## config.mk

```make
export PLATFORM = sky130hd
export DESIGN_NAME = sync_header_frame_receiver_crc16_top
export DESIGN_NICKNAME = d
export VERILOG_FILES = /design/src/design/shfr_pkg.sv /design/src/design/shfr_front.sv /design/src/design/shfr_queue.sv /design/src/design/shfr_back.sv /design/src/design/sync_header_frame_receiver_crc16_top.sv
export SDC_FILE = /design/constraint.sdc
export NUM_CORES = 1
export LEC_CHECK = 0
export BUFFER_PORTS_ARGS = -buffer_cell sky130_fd_sc_hd__buf_2
export CAP_MARGIN = 20
export CORE_MARGIN = 4
export CORE_UTILIZATION = 40
export DETAILED_ROUTE_END_ITERATION = 12
export HOLD_SLACK_MARGIN = 0.03
export REMOVE_ABC_BUFFERS = 1
export SYNTH_ARGS = -nofsm -noshare
export SYNTH_HDL_FRONTEND = slang
export SYNTH_HIERARCHICAL = 1
export SYNTH_SLANG_ARGS = --single-unit
```

## constraint.sdc

```tcl
create_clock -name aclk -period 6.8 [get_ports aclk]
set_input_delay 0.68 -clock aclk [delete_from_list [all_inputs] [get_ports aclk]]
set_output_delay 0.68 -clock aclk [all_outputs]
set_load 0.02 [all_outputs]
```

## src/design/shfr_pkg.sv

```systemverilog
// ----------------------------------------------------------------------------
// shfr_pkg: shared types and constants for the sync header frame receiver
// Holds the frame layout, the CRC-16/MODBUS byte update and the queue item.
// ----------------------------------------------------------------------------
package shfr_pkg;

    // Frame layout
    localparam logic [4:0] POS_FIRST_BODY = 5'd4;
    localparam logic [4:0] POS_CRC_HI     = 5'd23;
    localparam logic [4:0] POS_CRC_LO     = 5'd24;
    localparam logic [4:0] POS_TRAILER_1  = 5'd25;
    localparam logic [4:0] POS_LAST       = 5'd26;

    // CRC-16/MODBUS
    localparam logic [15:0] CRC_INIT = 16'hFFFF;
    localparam logic [15:0] CRC_POLY = 16'hA001;

    // Configuration register indexes
    localparam int CFG_ADDR_W = 3;
    typedef enum logic [CFG_ADDR_W-1:0] {
        CFG_SYNC_T      = 3'd0,
        CFG_SYNC_X      = 3'd1,
        CFG_SYNC_START  = 3'd2,
        CFG_TRAILER_1   = 3'd3,
        CFG_TRAILER_2   = 3'd4
    } cfg_idx_t;

    // Header hunt states
    typedef enum logic [2:0] {
        HUNT_IDLE,
        HUNT_T,
        HUNT_TX,
        HUNT_TXT,
        HUNT_COLLECT
    } hunt_state_t;

    // Match characters as seen by the front and back
    typedef struct packed {
        logic [7:0] sync_t;
        logic [7:0] sync_x;
        logic [7:0] sync_start;
    } sync_chars_t;

    typedef struct packed {
        logic [7:0] first;
        logic [7:0] second;
    } trailer_chars_t;

    // One classified body byte passed from front to back
    typedef struct packed {
        logic [15:0] hdr_crc;   // CRC over the header, used at the first body byte
        logic [4:0]  pos;
        logic [7:0]  data;
    } q_item_t;

    localparam int QUEUE_DEPTH = 4;
    localparam int QUEUE_PTR_W = $clog2(QUEUE_DEPTH);

    // Fold one byte into a reflected CRC-16
    function automatic logic [15:0] crc16_fold(input logic [15:0] crc_in,
                                               input logic [7:0]  data);
        logic [15:0] c;
        c = crc_in ^ {8'd0, data};
        for (int k = 0; k < 8; k++) begin
            c = c[0] ? ((c >> 1) ^ CRC_POLY) : (c >> 1);
        end
        return c;
    endfunction

endpackage

```

## src/design/shfr_front.sv

```systemverilog
// ----------------------------------------------------------------------------
// shfr_front: header hunt and byte classifier
// Matches the four-byte sync header, folds the current header characters into
// a header CRC at the first body byte and tags each following body byte with
// its frame position before queueing it.
// ----------------------------------------------------------------------------
module shfr_front (
    input  logic                  aclk,
    input  logic                  aresetn,
    input  shfr_pkg::sync_chars_t sync_chars,
    input  logic                  in_valid,
    output logic                  in_ready,
    input  logic [7:0]            in_data,
    output logic                  q_push,
    output shfr_pkg::q_item_t     q_item,
    input  logic                  q_full
);
    import shfr_pkg::*;

    hunt_state_t state_reg, state_next;
    logic [4:0]  pos_reg, pos_next;
    logic [15:0] hdr_crc;
    logic        accept;
    logic        is_t;

    assign in_ready = !q_full;
    assign accept   = in_valid && !q_full;
    assign is_t     = (in_data == sync_chars.sync_t);

    // Header CRC from the register values current at this transfer; it is
    // linear in the 24 character bits, so it reduces to a shallow XOR tree
    assign hdr_crc = crc16_fold(crc16_fold(crc16_fold(crc16_fold(CRC_INIT,
                         sync_chars.sync_t), sync_chars.sync_x), sync_chars.sync_t),
                         sync_chars.sync_start);

    // Hold hunt state and frame position
    always_ff @(posedge aclk) begin
        if (!aresetn) begin
            state_reg <= HUNT_IDLE;
            pos_reg   <= POS_FIRST_BODY;
        end else begin
            state_reg <= state_next;
            pos_reg   <= pos_next;
        end
    end

    // Advance the hunt; a T after a mismatch restarts the match
    always_comb begin
        state_next = state_reg;
        pos_next   = pos_reg;
        q_push     = 1'b0;
        q_item     = '{hdr_crc: hdr_crc, pos: pos_reg, data: in_data};
        if (accept) begin
            unique case (state_reg)
                HUNT_IDLE: begin
                    if (is_t) begin
                        state_next = HUNT_T;
                    end
                end
                HUNT_T, HUNT_TX, HUNT_TXT: begin
                    if ((state_reg == HUNT_T   && in_data == sync_chars.sync_x) ||
                        (state_reg == HUNT_TX  && is_t) ||
                        (state_reg == HUNT_TXT && in_data == sync_chars.sync_start)) begin
                        pos_next = POS_FIRST_BODY;
                        unique case (state_reg)
                            HUNT_T:  state_next = HUNT_TX;
                            HUNT_TX: state_next = HUNT_TXT;
                            default: state_next = HUNT_COLLECT;
                        endcase
                    end else if (is_t) begin
                        state_next = HUNT_T;
                    end else begin
                        state_next = HUNT_IDLE;
                    end
                end
                HUNT_COLLECT: begin
                    q_push = 1'b1;
                    if (pos_reg == POS_LAST) begin
                        state_next = HUNT_IDLE;
                    end else begin
                        pos_next = pos_reg + 5'd1;
                    end
                end
                default: state_next = HUNT_IDLE;
            endcase
        end
    end

endmodule

```

## src/design/shfr_queue.sv

```systemverilog
// ----------------------------------------------------------------------------
// shfr_queue: small FIFO between the classifier and the checker
// Lets the front keep taking bytes while the back waits on the output.
// ----------------------------------------------------------------------------
module shfr_queue (
    input  logic              aclk,
    input  logic              aresetn,
    input  logic              push,
    input  shfr_pkg::q_item_t push_item,
    output logic              full,
    input  logic              pop,
    output logic              not_empty,
    output shfr_pkg::q_item_t pop_item
);
    import shfr_pkg::*;

    q_item_t                store [QUEUE_DEPTH];
    logic [QUEUE_PTR_W-1:0] wr_ptr_reg, rd_ptr_reg;
    logic [QUEUE_PTR_W:0]   count_reg, count_next;

    assign full      = (count_reg == (QUEUE_PTR_W+1)'(QUEUE_DEPTH));
    assign not_empty = (count_reg != '0);
    assign pop_item  = store[rd_ptr_reg];

    always_comb begin
        count_next = count_reg;
        if (push && !(pop && not_empty)) begin
            count_next = count_reg + (QUEUE_PTR_W+1)'(1);
        end else if (!push && pop && not_empty) begin
            count_next = count_reg - (QUEUE_PTR_W+1)'(1);
        end
    end

    // Advance pointers and count
    always_ff @(posedge aclk) begin
        if (!aresetn) begin
            wr_ptr_reg <= '0;
            rd_ptr_reg <= '0;
            count_reg  <= '0;
        end else begin
            if (push) begin
                wr_ptr_reg <= wr_ptr_reg + QUEUE_PTR_W'(1);
            end
            if (pop && not_empty) begin
                rd_ptr_reg <= rd_ptr_reg + QUEUE_PTR_W'(1);
            end
            count_reg <= count_next;
        end
    end

    // Write the entry
    always_ff @(posedge aclk) begin
        if (push) begin
            store[wr_ptr_reg] <= push_item;
        end
    end

endmodule

```

## src/design/shfr_back.sv

```systemverilog
// ----------------------------------------------------------------------------
// shfr_back: CRC and trailer check with output register
// Runs the CRC over body bytes, captures the received CRC and trailer match,
// and presents each byte with its status in a registered output stage.
// ----------------------------------------------------------------------------
module shfr_back (
    input  logic                     aclk,
    input  logic                     aresetn,
    input  shfr_pkg::trailer_chars_t trailer_chars,
    input  logic                     q_valid,
    output logic                     q_pop,
    input  shfr_pkg::q_item_t        q_item,
    output logic                     out_valid,
    input  logic                     out_ready,
    output logic [7:0]               out_data,
    output logic [4:0]               out_pos,
    output logic                     out_last,
    output logic [2:0]               out_status   // crc_ok, trailer_ok, frame_good
);
    import shfr_pkg::*;

    logic [15:0] crc_reg, crc_next;
    logic [15:0] rcv_crc_reg;
    logic        trl1_ok_reg;
    logic        valid_reg;
    logic [7:0]  data_reg;
    logic [4:0]  pos_reg;
    logic        last_reg;
    logic [2:0]  status_reg;
    logic [15:0] crc_base;
    logic        is_last, c_ok, t_ok;

    assign q_pop    = q_valid && (!valid_reg || out_ready);
    assign crc_base = (q_item.pos == POS_FIRST_BODY) ? q_item.hdr_crc : crc_reg;
    assign crc_next = crc16_fold(crc_base, q_item.data);
    assign is_last  = (q_item.pos == POS_LAST);
    assign c_ok     = (crc_reg == rcv_crc_reg);
    assign t_ok     = trl1_ok_reg && (q_item.data == trailer_chars.second);

    // Hold output valid until the transfer completes
    always_ff @(posedge aclk) begin
        if (!aresetn) begin
            valid_reg <= 1'b0;
        end else if (q_pop) begin
            valid_reg <= 1'b1;
        end else if (out_ready) begin
            valid_reg <= 1'b0;
        end
    end

    // Update check state and load the output payload
    always_ff @(posedge aclk) begin
        if (q_pop) begin
            if (q_item.pos < POS_CRC_HI) begin
                crc_reg <= crc_next;
            end
            if (q_item.pos == POS_CRC_HI) begin
                rcv_crc_reg[15:8] <= q_item.data;
            end
            if (q_item.pos == POS_CRC_LO) begin
                rcv_crc_reg[7:0] <= q_item.data;
            end
            if (q_item.pos == POS_TRAILER_1) begin
                trl1_ok_reg <= (q_item.data == trailer_chars.first);
            end
            data_reg   <= q_item.data;
            pos_reg    <= q_item.pos;
            last_reg   <= is_last;
            status_reg <= is_last ? {c_ok && t_ok, t_ok, c_ok} : 3'b000;
        end
    end

    assign out_valid  = valid_reg;
    assign out_data   = data_reg;
    assign out_pos    = pos_reg;
    assign out_last   = last_reg;
    assign out_status = status_reg;

endmodule

```

## src/design/sync_header_frame_receiver_crc16_top.sv

```systemverilog
// ----------------------------------------------------------------------------
// sync_header_frame_receiver_crc16_top: frame receiver with CRC-16/MODBUS
// Hunts a T X T start header in a byte stream and checks the 27-byte frame.
// ----------------------------------------------------------------------------
// Usage:
//   s_ channel carries received bytes in s_tdata[7:0]. Header bytes produce
//   no output; each body byte (positions 4..26) produces one transfer on the
//   m_ channel: m_tdata[7:0] byte value, m_tdata[12:8] position. m_tlast
//   marks position 26, where m_tuser gives {frame_good, trailer_ok, crc_ok};
//   m_tuser is zero on every other transfer.
//   The CRC covers positions 0..22 (header included) and is compared with
//   positions 23 (high) and 24 (low); positions 25 and 26 must equal the
//   trailer characters.
//   Configuration: cfg_we with cfg_addr 0..4 writes sync T, sync X, start,
//   first and second trailer character. Other addresses are ignored. Write
//   only while no frame is in flight.
//   Path: a body byte's input transfer writes the queue, then loads the
//   output register, which raises m_tvalid. Throughput: one byte per cycle
//   while m_tready is high and the queue is not full; the 8-bit CRC update
//   in the back end is combinational.
//   Stall: a 4-entry queue sits between classifier and checker; s_tready
//   falls only when it is full, so the input keeps flowing after m_tready
//   drops, until the queue fills.
//   Reset: synchronous, active low; clears the hunt to idle, empties the
//   queue and drops m_tvalid; config registers return to T=84 X=88 start=58,
//   trailer 82 and 78.
// ----------------------------------------------------------------------------
module sync_header_frame_receiver_crc16_top (
    input  logic        aclk,
    input  logic        aresetn,
    input  logic        s_tvalid,
    output logic        s_tready,
    input  logic [7:0]  s_tdata,    // [7:0] rx_byte
    output logic        m_tvalid,
    input  logic        m_tready,
    output logic [15:0] m_tdata,    // [7:0] byte_value, [12:8] byte_position
    output logic        m_tlast,    // frame_end
    output logic [2:0]  m_tuser,    // [0] crc_ok, [1] trailer_ok, [2] frame_good
    input  logic        cfg_we,
    input  logic [2:0]  cfg_addr,
    input  logic [7:0]  cfg_wdata
);
    import shfr_pkg::*;

    sync_chars_t    sync_reg;
    trailer_chars_t trailer_reg;
    logic           q_push, q_full, q_pop, q_not_empty;
    q_item_t        q_in, q_out;
    logic [7:0]     out_data;
    logic [4:0]     out_pos;

    // Hold configuration registers
    always_ff @(posedge aclk) begin
        if (!aresetn) begin
            sync_reg    <= '{sync_t: 8'd84, sync_x: 8'd88, sync_start: 8'd58};
            trailer_reg <= '{first: 8'd82, second: 8'd78};
        end else if (cfg_we) begin
            case (cfg_addr)
                CFG_SYNC_T:     sync_reg.sync_t       <= cfg_wdata;
                CFG_SYNC_X:     sync_reg.sync_x       <= cfg_wdata;
                CFG_SYNC_START: sync_reg.sync_start   <= cfg_wdata;
                CFG_TRAILER_1:  trailer_reg.first     <= cfg_wdata;
                CFG_TRAILER_2:  trailer_reg.second    <= cfg_wdata;
                default: ;
            endcase
        end
    end

    shfr_front u_front (
        .aclk       (aclk),
        .aresetn    (aresetn),
        .sync_chars (sync_reg),
        .in_valid   (s_tvalid),
        .in_ready   (s_tready),
        .in_data    (s_tdata),
        .q_push     (q_push),
        .q_item     (q_in),
        .q_full     (q_full)
    );

    shfr_queue u_queue (
        .aclk      (aclk),
        .aresetn   (aresetn),
        .push      (q_push),
        .push_item (q_in),
        .full      (q_full),
        .pop       (q_pop),
        .not_empty (q_not_empty),
        .pop_item  (q_out)
    );

    shfr_back u_back (
        .aclk          (aclk),
        .aresetn       (aresetn),
        .trailer_chars (trailer_reg),
        .q_valid       (q_not_empty),
        .q_pop         (q_pop),
        .q_item        (q_out),
        .out_valid     (m_tvalid),
        .out_ready     (m_tready),
        .out_data      (out_data),
        .out_pos       (out_pos),
        .out_last      (m_tlast),
        .out_status    (m_tuser)
    );

    assign m_tdata = {3'b000, out_pos, out_data};

endmodule

```

## Yosys cells after proc, flatten, opt, wreduce, memory -nomap -nowiden

Memory sizes are Yosys's and may differ from the RTL's. A register that Yosys moved wholly into a read port is not among the register bits.
Index checks and enable logic that the tools add are counted.

- Flip-flop bits (word level): 106
- RAM bits: 116
- Input port bits: 24
- Output and inout port bits: 22
- Memories kept: 1

- $add $sub $neg: 5
- Order comparisons: 1
- Eq/ne operators: 25
- Multiplexer cells: 60
- Bitwise operators: 45
- Reductions and logical operators: 36

Memories:

| name | depth | width | rd ports | clocked after Yosys merged registers in | wr ports | RTL line | RTL |
|---|---|---|---|---|---|---|---|
| u_queue.store | 4 | 29 | 1 | 1 | 1 | shfr_queue.sv:17 | `q_item_t store [QUEUE_DEPTH];` |

Operators with widths:

| cell | number |
|---|---|
| $mux 16 | 40 |
| $not 2->3 | 40 |
| $xor 16x8->16 | 4 |
| $eq 8x8->1 | 5 |
| $eq 5x5->1 const B | 5 |
| $reduce_and 2->1 | 9 |
| $eq 16x16->1 | 1 |
| $not 8->16 | 1 |
| $mux 3 | 5 |
| $mux 14 | 1 |
| $eq 3x2->1 const B | 4 |
| $logic_and 1x1->1 | 11 |
| $mux 5 | 2 |
| $pmux 5 s2 | 1 |
| $eq 3x3->1 const B | 3 |
| $pmux 3 s3 | 1 |
| $mux 1 | 7 |
| $eq 3x1->1 const B | 2 |
| $logic_not 3->1 | 2 |
| $ne 2x1->1 const B | 3 |
| $pmux 3 s2 | 1 |
| $reduce_bool 2->1 | 3 |
| $add 5x1->5 const B | 1 |
| $eq 5x3->1 const B | 1 |
| other kinds (12) | 19 |

## Longest topological paths before layout

- Depth in word-level cells: 68
- Mapped depth: 11
- Depth with buffers taken out: 9

## Cells and area by module

The synthesis kept the hierarchy.

By module, submodules not included:

| module | instances | cells each | area each (um2) | sequential area each (um2) |
|---|---|---|---|---|
| shfr_queue | 1 | 206 | 4712.0 | 3663.5 |
| shfr_back | 1 | 170 | 2508.7 | 1521.5 |
| sync_header_frame_receiver_crc16_top | 1 | 158 | 1625.3 | 800.8 |
| shfr_front | 1 | 144 | 1221.2 | 160.2 |

## Worst setup path before layout

Ideal clock, no wire load.

- Path kind: register to register
- Start: register with a tool-made name
- End: register u_back.crc_reg[0], data pin
- Setup time: 0.258 ns
- Arrival time: 3.370 ns
- Data required time: 6.542 ns
- Setup slack: 3.172 ns
- Stages on the path, launching flop included: 11
- Path buffers: 2
- Cells stage by stage: dfxtp_1 > buf_6 > buf_8 > mux4_2 > or4b_4 > nor2_8 > mux2i_2 > xnor2_4 > xnor3_1 > xnor3_2 > xnor2_1

RTL lines:

| item | RTL line | RTL |
|---|---|---|
| end signal, assigned | shfr_back.sv:55 | `crc_reg <= crc_next;` |
| end, declared | shfr_back.sv:22 | `logic [15:0] crc_reg, crc_next;` |

==> key figures <==
Global route
  • Largest net degree at the start of global routing: 70
  • Tot GR Track Use: 15.1%
  • First-pass GRT wire length: 32900 um
  • Vias in the first global route: 5788
  • Initial antenna violation count: 1
  • Gr ovfl total: 0

Synthesis
  • Register area share after synthesis: 61.0%
  • Commonest cells in the netlist: edfxtp_1, xnor2_1, dfxtp_1
  • Synth area leader: edfxtp_1
  • Most frequent cell after synthesis: edfxtp_1
  • Mean Syn Cell Area: 14.8 sq um
  • Cell count after synthesis: 678
  • Synth top area cells: edfxtp_1, dfxtp_1, xnor2_1, mux4_2, mux2i_1
  • Async SR Flop Fraction: 0%
  • Number of synthesized flops with an enable pin: 166
  • Synth top area share: 49.5%
  • Number of synthesis warnings: 6
  • Synth cell types: 67
  • #FFs+latches synth: 224
  • Synthesized area: 10100 sq um
  • Top_reg_cell synth: edfxtp_1

Routing
  • Via-per-instance ratio: 5.09
  • Routed via count: 5412
  • First DRT Iteration DRCs: 353
  • DRC: 0
  • Wirelength, routed: 20800 um
  • Pre-antenna DRT Iters: 4
  • Drt wl/cell: 19.6 um
  • Post-route ant nets: 0

Floorplan
  • I/O pin total: 46
  • Die height: 167 um
  • Core area: 24500 sq um
  • Die ar.: 27800 sq um
  • Starting density of the core: 41.0%
  • Rows: 57
  • Width of the die: 167 um

Finish
  • Antenna fix cells: 0
  • Largest register FFs: 116
  • Area Overhead vs Synth: 12.9%
  • Area occupied by multi-input gates: 3680 sq um
  • FILL cells: 2185
  • Layout net count: 753
  • Register area: 6150 sq um
  • Layout cell share with drive strength beyond 1: 19.5%

STA
  • Max-slew violation count: 0
  • Final setup violation count: 0
  • Worst slew margin: 30.1%
  • Unrepaired setup endpoints after global routing: no
  • Hold Fails Final Rpt: 0
  • Clk_skew: 13.2 ps
  • Part of the cycle the worst path needs: 55.6%
  • Hold_ws: 437 ps
  • Min Tclk post-route: 3780 ps
  • Peak Freq: 265 MHz
  • Worst Tran Pin Value: 1030 ps
  • Setup Total Neg Slack: 0 ps

Worst setup path
  • CP max FO: 29
  • Worst reg2reg endpoint: u_back/crc_reg[0]
  • Crit path to: u_back/crc_reg[0]
  • CP Launch Type: flip-flop
  • Required @ worst endpoint: 7060 ps
  • Worst Reg-to-Reg Cells: 9
  • Data arrival at the endpoint of the critical path: 4040 ps
  • R2R Setup Slk: 3020 ps
  • Worst setup EP type: flip-flop
  • CP Class: reg2reg

Power
  • P_leak: 0.00390 uW
  • Total chip power: 2860 uW
  • PwrDens: 252 nW/um^2
  • Max VDD drop: 0.164 mV

Run
  • Maxcap violations: 0

Clocking
  • Setup Buffers After CTS: 0
  • H-tree depth: 1
  • Max Buffers Root-to-Sink: 3
  • Clock Latency Late Sink: 510 ps
  • Hold_buf cts: 0
  • CTS Buf Count: 24
  • Clock Sinks: 224
  • Post-cts gate resize count: 0
  • Clock root buffer: clkbuf_16
  • Clock transition at path regs: 60 ps
  • CTS tree: done

Placement
  • Port Buffers: 42
  • Placer Congestion: 0.788
  • Dpl hpwl: 14700 um

Run status
  • Status: finished clean

Hold path
  • Hold Crit Start: cfg_wdata[4]
  • Hold WC Path Type: in2reg
==> where the power goes <==
part	total [uW]	internal, uW	switching (uW)
logic	107	43.4	63.8
registers	1480	1480	7.36
clock network	1270	767	507
total	2860	2290	578
==> cell usage in the layout, fill, tap and decap left out, types with 3 or more instances in the layout <==
cell type	synthesis	routed
and2_1	9	7
clkinvlp_4	0	3
a21oi_1	6	6
mux4_2	29	29
nand2_1	46	46
xnor2_1	79	79
clkbuf_1	14	4
buf_4	12	7
clkinv_2	0	3
nand3_1	6	6
nor2_1	8	8
nor2b_1	36	36
nor3_1	7	7
clkbuf_16	0	25
mux2i_1	49	49
nor4_1	6	6
buf_2	5	42
dfxtp_1	58	57
inv_1	10	10
conb_1	1	3
o21ai_0	7	7
nor3b_1	3	3
ha_1	6	6
xor2_1	35	35
edfxtp_1	166	166
xnor2_2	4	4
clkinv_1	0	5
nand4_1	12	12
mux2_2	5	5
a21boi_0	4	4
==> through the flow <==
step / util, % / cell area (sq um) / worst slack, ps / std cells
finish: 46.3 / 11400 / 3020 / 1064
global route: 46.3 / 11400 / 2870 / 1064
CTS: 46.1 / 11300 / 2350 / 1062
detailed placement: 42.9 / 10500 / 2350 / 1018
global placement: 42.9 / 10500 / 2440 / 1018
floorplan: - / 9860 / 2260 / 645
==> worst max-delay path, cell delays in order (launching register included) <==
cell	delay, ps
dfxtp_1	300
buf_4	370
mux4_2	450
or4b_4	620
nor2_8	280
mux2i_2	370
xnor2_4	180
xnor3_1	380
xnor3_2	430
xnor2_1	140
==> routing by layer <==
layer | vias to the layer above | wire (um) | global-route usage [%]
li1 | 2562 | - | -
met1 | 2715 | 9520 | 20.6
met2 | 106 | 10100 | 25.4
met3 | 29 | 750 | 2.35
met4 | 0 | 479 | 4.27
met5 | - | 0 | 0
==> worst min path at each step <==
stage,endpoint,slack [ps],depth (start not counted)
after detailed placement,trailer_reg[5],470,2
after global routing,trailer_reg[4],430,3
final,trailer_reg[4],440,3
after global placement,trailer_reg[5],460,2
after floorplan,trailer_reg[4],450,2
after CTS,trailer_reg[4],410,3
==> layout make-up <==
class	instances	area share, %
Clock buffer	31	5.88
Clock inverter	13	1.02
Inverter	11	0.363
Multi-Input combinational cell	410	32.4
Sequential cell	224	54.1
Tap cell	324	3.57
Timing Repair Buffer	51	2.67
==> cells by family (layout without fill, tap and decap cells) <==
family | Yosys count | after routing | share of synthesized area [%]
multiplexers | 84 | 84 | 12.1
adder cells (fa/ha/maj) | 7 | 7 | 0.945
AND/OR/NAND/NOR | 159 | 159 | 9.27
other | 1 | 3 | 0.0372
XOR/XNOR | 124 | 124 | 11.9
buffers and inverters | 46 | 106 | 2.56
flip-flops | 224 | 224 | 61.0
AO/OA/AOI/OAI | 33 | 33 | 2.22
Note: power is estimated with default switching activity, not from simulation.
